$ cat src/rtl/ptd_pkg.sv
// Package for the trial-division primality tester.
// Holds the number width, counter width, FSM/phase types and divisor constants.
// No dependencies.
`default_nettype none

package ptd_pkg;

  localparam int NUM_WIDTH = 32;
  localparam int CNT_W     = $clog2(NUM_WIDTH);

  localparam logic [NUM_WIDTH-1:0] DIV_THREE = NUM_WIDTH'(3);
  localparam logic [NUM_WIDTH-1:0] FIRST_DIV = NUM_WIDTH'(5);
  localparam logic [NUM_WIDTH-1:0] PAIR_GAP  = NUM_WIDTH'(2);
  localparam logic [NUM_WIDTH-1:0] DIV_STEP  = NUM_WIDTH'(6);

  typedef enum logic [2:0] {
    ST_IDLE,
    ST_TRIV,
    ST_DIV,
    ST_EVAL,
    ST_DONE
  } ptd_state_t;

  // which divisor the running division belongs to
  typedef enum logic [1:0] {
    PH_THREE,
    PH_LO,
    PH_HI
  } ptd_phase_t;

endpackage

`default_nettype wire

$ cat src/rtl/primality_trial_division.sv
// Top level of the trial-division primality tester (6k-1 / 6k+1 divisors).
// Depends on ptd_pkg; contains the controller and a bit-serial restoring divider.
`default_nettype none

// Channel  Ports                                   Word
// -------  --------------------------------------  ------------------------------
// in       in_valid, in_ready, in_candidate        NUM_WIDTH-bit unsigned number
// out      out_valid, out_ready, out_is_prime_flag 1 = prime, 0 = not prime
//
// Flow: one word at a time. A value up to 3 or an even value goes through accept,
//   classify and hand-off; every other word runs trial divisions, each one quotient
//   bit a cycle and then a check, so a prime takes 2 + 2 * pairs divisions,
//   pairs about sqrt(n) / 6.
// Reset: synchronous, active low; clears the FSM and the output valid only.
// Stalls: the result sits in the output register, so a new word is taken while
//   it waits; a finished second result holds in ST_DONE until out is free.

module primality_trial_division (
  input  wire                          clk,
  input  wire                          rst_n,
  input  wire                          in_valid,
  output logic                         in_ready,
  input  wire  [ptd_pkg::NUM_WIDTH-1:0] in_candidate,
  output logic                         out_valid,
  input  wire                          out_ready,
  output logic                         out_is_prime_flag
);

  import ptd_pkg::*;

  ptd_state_t state_r, state_nxt;
  ptd_phase_t ph_r;

  logic [NUM_WIDTH-1:0] n_r;     // candidate under test
  logic [NUM_WIDTH-1:0] d_r;     // current 6k-1 divisor
  logic [NUM_WIDTH-1:0] dvs_r;   // divisor of the running division
  logic [NUM_WIDTH-1:0] rem_r;   // partial remainder
  logic [NUM_WIDTH-1:0] q_r;     // dividend bits out, quotient bits in
  logic [CNT_W-1:0]     cnt_r;
  logic                 res_r;
  logic                 out_valid_r;
  logic                 out_flag_r;

  // control from the output decoder
  logic                 capture;
  logic                 start_div;
  logic [NUM_WIDTH-1:0] start_dvs;
  ptd_phase_t           start_ph;
  logic                 load_d;
  logic [NUM_WIDTH-1:0] d_nxt;
  logic                 set_res;
  logic                 res_nxt;
  logic                 emit;

  // divider step
  logic [NUM_WIDTH:0]   trial;
  logic                 borrow;

  assign trial  = {rem_r, q_r[NUM_WIDTH-1]} - {1'b0, dvs_r};
  assign borrow = trial[NUM_WIDTH];

  assign in_ready          = (state_r == ST_IDLE);
  assign out_valid         = out_valid_r;
  assign out_is_prime_flag = out_flag_r;

  // next state
  always_comb begin
    state_nxt = state_r;
    case (state_r)
      ST_IDLE: begin
        if (in_valid) state_nxt = ST_TRIV;
      end
      ST_TRIV: begin
        if (n_r <= DIV_THREE || !n_r[0]) state_nxt = ST_DONE;
        else                             state_nxt = ST_DIV;
      end
      ST_DIV: begin
        if (cnt_r == '0) state_nxt = ST_EVAL;
      end
      ST_EVAL: begin
        if (rem_r == '0 || (ph_r == PH_LO && d_r > q_r)) state_nxt = ST_DONE;
        else                                             state_nxt = ST_DIV;
      end
      ST_DONE: begin
        if (!out_valid_r || out_ready) state_nxt = ST_IDLE;
      end
      default: state_nxt = ST_IDLE;
    endcase
  end

  // control outputs
  always_comb begin
    capture   = 1'b0;
    start_div = 1'b0;
    start_dvs = DIV_THREE;
    start_ph  = PH_THREE;
    load_d    = 1'b0;
    d_nxt     = d_r;
    set_res   = 1'b0;
    res_nxt   = 1'b0;
    emit      = 1'b0;
    case (state_r)
      ST_IDLE: begin
        capture = in_valid;
      end
      ST_TRIV: begin
        if (n_r <= DIV_THREE) begin
          set_res = 1'b1;
          res_nxt = (n_r > NUM_WIDTH'(1));
        end else if (!n_r[0]) begin
          set_res = 1'b1;
          res_nxt = 1'b0;
        end else begin
          start_div = 1'b1;
        end
      end
      ST_EVAL: begin
        case (ph_r)
          PH_THREE: begin
            if (rem_r == '0) begin
              set_res = 1'b1;
            end else begin
              start_div = 1'b1;
              start_dvs = FIRST_DIV;
              start_ph  = PH_LO;
              load_d    = 1'b1;
              d_nxt     = FIRST_DIV;
            end
          end
          PH_LO: begin
            if (d_r > q_r) begin
              // bound passed: d*d > n
              set_res = 1'b1;
              res_nxt = 1'b1;
            end else if (rem_r == '0) begin
              set_res = 1'b1;
            end else begin
              start_div = 1'b1;
              start_dvs = d_r + PAIR_GAP;
              start_ph  = PH_HI;
            end
          end
          PH_HI: begin
            if (rem_r == '0) begin
              set_res = 1'b1;
            end else begin
              start_div = 1'b1;
              start_dvs = d_r + DIV_STEP;
              start_ph  = PH_LO;
              load_d    = 1'b1;
              d_nxt     = d_r + DIV_STEP;
            end
          end
          default: set_res = 1'b1;
        endcase
      end
      ST_DONE: begin
        emit = !out_valid_r || out_ready;
      end
      default: ;
    endcase
  end

  // control registers
  always_ff @(posedge clk) begin
    if (!rst_n) begin
      state_r     <= ST_IDLE;
      out_valid_r <= 1'b0;
    end else begin
      state_r <= state_nxt;
      if (emit)                       out_valid_r <= 1'b1;
      else if (out_valid_r && out_ready) out_valid_r <= 1'b0;
    end
  end

  // datapath
  always_ff @(posedge clk) begin
    if (capture) n_r <= in_candidate;
    if (load_d)  d_r <= d_nxt;
    if (set_res) res_r <= res_nxt;
    if (emit)    out_flag_r <= res_r;
    if (start_div) begin
      dvs_r <= start_dvs;
      ph_r  <= start_ph;
      rem_r <= '0;
      q_r   <= n_r;
      cnt_r <= CNT_W'(NUM_WIDTH - 1);
    end else if (state_r == ST_DIV) begin
      rem_r <= borrow ? {rem_r[NUM_WIDTH-2:0], q_r[NUM_WIDTH-1]} : trial[NUM_WIDTH-1:0];
      q_r   <= {q_r[NUM_WIDTH-2:0], ~borrow};
      cnt_r <= cnt_r - CNT_W'(1);
    end
  end

  // checks
  a_rem_below_dvs: assert property (@(posedge clk) disable iff (!rst_n)
    state_r == ST_DIV |-> rem_r < dvs_r)
    else $error("partial remainder not below divisor");

  a_take_to_triv: assert property (@(posedge clk) disable iff (!rst_n)
    in_valid && in_ready |=> state_r == ST_TRIV)
    else $error("accepted word not classified next");

  a_div_ends: assert property (@(posedge clk) disable iff (!rst_n)
    state_r == ST_DIV && cnt_r == '0 |=> state_r == ST_EVAL)
    else $error("division overran its bit count");

  a_lo_dvs: assert property (@(posedge clk) disable iff (!rst_n)
    state_r == ST_EVAL && ph_r == PH_LO |-> dvs_r == d_r)
    else $error("6k-1 division used the wrong divisor");

  a_prime_odd: assert property (@(posedge clk) disable iff (!rst_n)
    state_r == ST_DONE && res_r |-> n_r[0] || n_r == NUM_WIDTH'(2))
    else $error("even value above two flagged prime");

endmodule

`default_nettype wire

$ cat config.mk
export PLATFORM = sky130hd
export DESIGN_NAME = primality_trial_division
export DESIGN_NICKNAME = d
export VERILOG_FILES = /design/src/rtl/ptd_pkg.sv /design/src/rtl/primality_trial_division.sv
export SDC_FILE = /design/constraint.sdc
export NUM_CORES = 1
export LEC_CHECK = 0
export ABC_AREA = 1
export BUFFER_PORTS_ARGS = -buffer_cell sky130_fd_sc_hd__buf_2
export CORE_MARGIN = 3
export CORE_UTILIZATION = 59
export CTS_CLUSTER_SIZE = 28
export DETAILED_ROUTE_END_ITERATION = 10
export PLACE_DENSITY = 0.81
export REMOVE_ABC_BUFFERS = 1
export SETUP_SLACK_MARGIN = 0.1
export SLEW_MARGIN = 20
export SYNTH_ARGS = -nofsm -noshare
export SYNTH_HDL_FRONTEND = slang
export SYNTH_SLANG_ARGS = --single-unit
$ cat constraint.sdc
create_clock -name clk -period 6.55 [get_ports clk]
set_clock_uncertainty 0.05 [all_clocks]
set_input_delay 1.31 -clock clk [delete_from_list [all_inputs] [get_ports clk]]
set_output_delay 1.31 -clock clk [all_outputs]
set_load 0.005 [all_outputs]
==> reports/qor.yml <==
run_status:
  status: "completed"
clocking:
  cts_tree: "built"
  cts_resized: 0
  cts.sinks: 172
  cts_setup_buffers: 0
  clockBufferDepth: 2
  root_buffer: "clkbuf_16"
  hold_buffers: 0
  cts_max_level: 4
  insertion_delay_ns: 0.43
  path_clk_slew_ns: 0.07
  cts_inserted_buffers: 17
placed_design:
  gp_congestion: 1.01
  dpl.hpwl_mm: 24.4
  post-place-ws_ns: 3.07
  port_buffers: 38
  placed_cells: 1860
route:
  ant_nets: 0
  wl_per_cell_um: 16.8
  drc: 0
  firstDrtPassIters: 5
  viasPerCell: 5.62
  vias: 10625
  drtIter0Drc: 1064
  wirelength_mm: 31.8
worst_setup_path:
  end_kind: "register"
  required_ns: 6.59
  critPathLaunchType: "register"
  critPathKind: "reg -> reg"
  cp_data_arrival_time_ns: 3.54
  critPathMaxFanout: 67
yosys:
  synthCells: 1587
  ys_seq_elements: 172
  synth_cell_type_count: 50
  synth_area_per_cell_um2: 7.52
  synth-seq-area-share_pct: 39.9
  yosys_warnings: 0
  syn_area_um2: 11900
timing:
  fin_tns_setup_ns: 0
  tightestPinTransition_ns: 0.925
  hold_violations: 0
  fmax_mhz: 286
  finalMaxSlewViolations: 0
  slew-limit-headroom_pct: 38.1
  setup_violations: 0
  period_needed_ns: 3.50
  holdWs_ns: 0.397
  rsz0062_at_grt: "false"
  worst_slack_ns: 3.05
  period_share_pct: 53.4
job:
  maxCapViolCount: 0
global_routing:
  grt_max_degree: 68
  antenna_found_initial: 0
  grt.overflow.total: 0
  grt_use_total_pct: 29.5
  grt_pass1_wl_mm: 51.5
  grt_pass1_vias: 10299
final_layout:
  finalNetCount: 1717
  post-route-util_pct: 65.3
  final_layout_size_suffix_gt1_share_pct: 8.17
  final_cells: 1892
  antenna_cells: 0
  area_growth_syn_to_layout_pct: 7.62
floorplanning:
  rows: 51
  die_w_um: 148
  core_area_um2: 19700
  start_util_pct: 60.7
  die_h_um: 148
  ios: 39
  dieArea_um2: 22000
pwr:
  p_clk_share_pct: 22.0
  ir_drop_mv: 0.293
  p_per_area_nw_per_um2: 349
  switching_share_pct: 43.5
  leakagePower_uw: 0.00613
  power.internal_uw: 2530
  switchingPower_uw: 1950
  comb_power_share_pct: 44.4
  pwr-share-seq_pct: 33.6
worst_hold_path:
  hold_class: "reg -> reg"
==> kinds of logic (layout without fill, tap and decap cells) <==
group / count (synthesis) / in the layout / share of synthesized area [%]
compound gates: 161 / 161 / 7.59
xor+xnor: 52 / 52 / 3.82
fa+ha+maj: 67 / 67 / 7.09
buf+inv: 298 / 338 / 10.3
flops: 172 / 172 / 39.9
other cells: 1 / 1 / 0.0314
simple gates: 836 / 836 / 31.3
==> power groups by stage <==
stage               clock (uW)  sequential [uW]  combinational [uW]
finish                     985             1500                1990
detailed placement           0             1520                1950
CTS                        994             1500                1960
floorplan                    0             1490                1420
global placement             0             1510                1930
global route              1030             1520                2200
==> stage by stage <==
stage	instance area [um2]	power, uW
3_5_place_dp	12300	3470
2_1_floorplan	11700	2910
6_report	12800	4480
4_1_cts	12800	4450
5_1_grt	12800	4760
3_3_place_gp	12300	3450
==> placed cells by master, fill, tap and decap left out, types with 18 or more instances in the layout <==
cell and instances:
clkbuf_16 18, a21oi_1 58, o21ai_0 59, buf_2 38
edfxtp_1 131, nand3_1 144, xnor2_1 22, dfxtp_1 41
nor2_1 124, nand4_1 66, nand2_1 436, xor2_1 30
ha_1 66, inv_1 253, nor3_1 21
==> area by class of cell <==
cell class                      count  area, um2
Clock buffer                       20        468
Clock inverter                     12        101
Fill cell                        1771       6810
Inverter                          259        973
Multi-Input combinational cell   1117       5950
Sequential cell                   172       4750
Tap cell                          265        332
Timing Repair Buffer               47        258
==> synthesized netlist by cell type (all sizes together) <==
cell	count	area share [%]
a21oi	66	3.1
o21ai	75	3.2
o21bai	4	0.25
conb	1	0.031
nand2	447	15
nand3b	2	0.13
clkinv	1	0.042
or2	6	0.31
buf	29	1.8
fa	1	0.17
dfxtp	41	6.9
ha	66	6.9
o211ai	1	0.063
a21o	4	0.25
o22ai	1	0.052
o21a	3	0.19
xnor2	22	1.6
nor4	3	0.16
inv	258	8.1
nand3	148	6.4
a31oi	1	0.052
a21boi	3	0.19
and3	2	0.10
nor2	133	4.4
o2111ai	2	0.15
edfxtp	131	33
a41oi	1	0.073
clkbuf	10	0.31
nand4	68	3.7
nor3	27	1.4
xor2	30	2.2
==> sequential cells by signal, indices dropped and copies added, names as in the netlist, 2 cells and up <==
signal / count
cnt_r: 5
n_r: 32
dvs_r: 32
q_r: 32
rem_r: 32
state_r: 3
ph_r: 2
d_r: 31
==> path summary, 6_finish.rpt <==
path	from	endpoint	slack, ns	cells after the start
min	res_r	out_is_prime_flag	0.40	0
max reg2reg	d_r[31]	q_r[11]	3.05	12
max	d_r[31]	q_r[11]	3.05	12
min reg2reg	res_r	out_is_prime_flag	0.40	0
==> worst max-delay path: stages (launching register included) <==
cell and delay (ns):
edfxtp_1 0.44, ha_1 0.35, nand2_1 0.09, nor2_1 0.18, nand4_1 0.15, nor2_1 0.17
nand4_1 0.12, nand2_1 0.14, nand4_2 0.12, nand2_4 0.59, inv_1 0.22, nand2_1 0.11
buf_4 0.37
==> layer usage <==
metal  GRT usage [%]  wire [um]
met1            36.4      13000
met2            50.6      15500
met3            3.72       1740
met4            16.0       1600
met5               0          0
No activity file was read; power rests on OpenSTA's default activity.
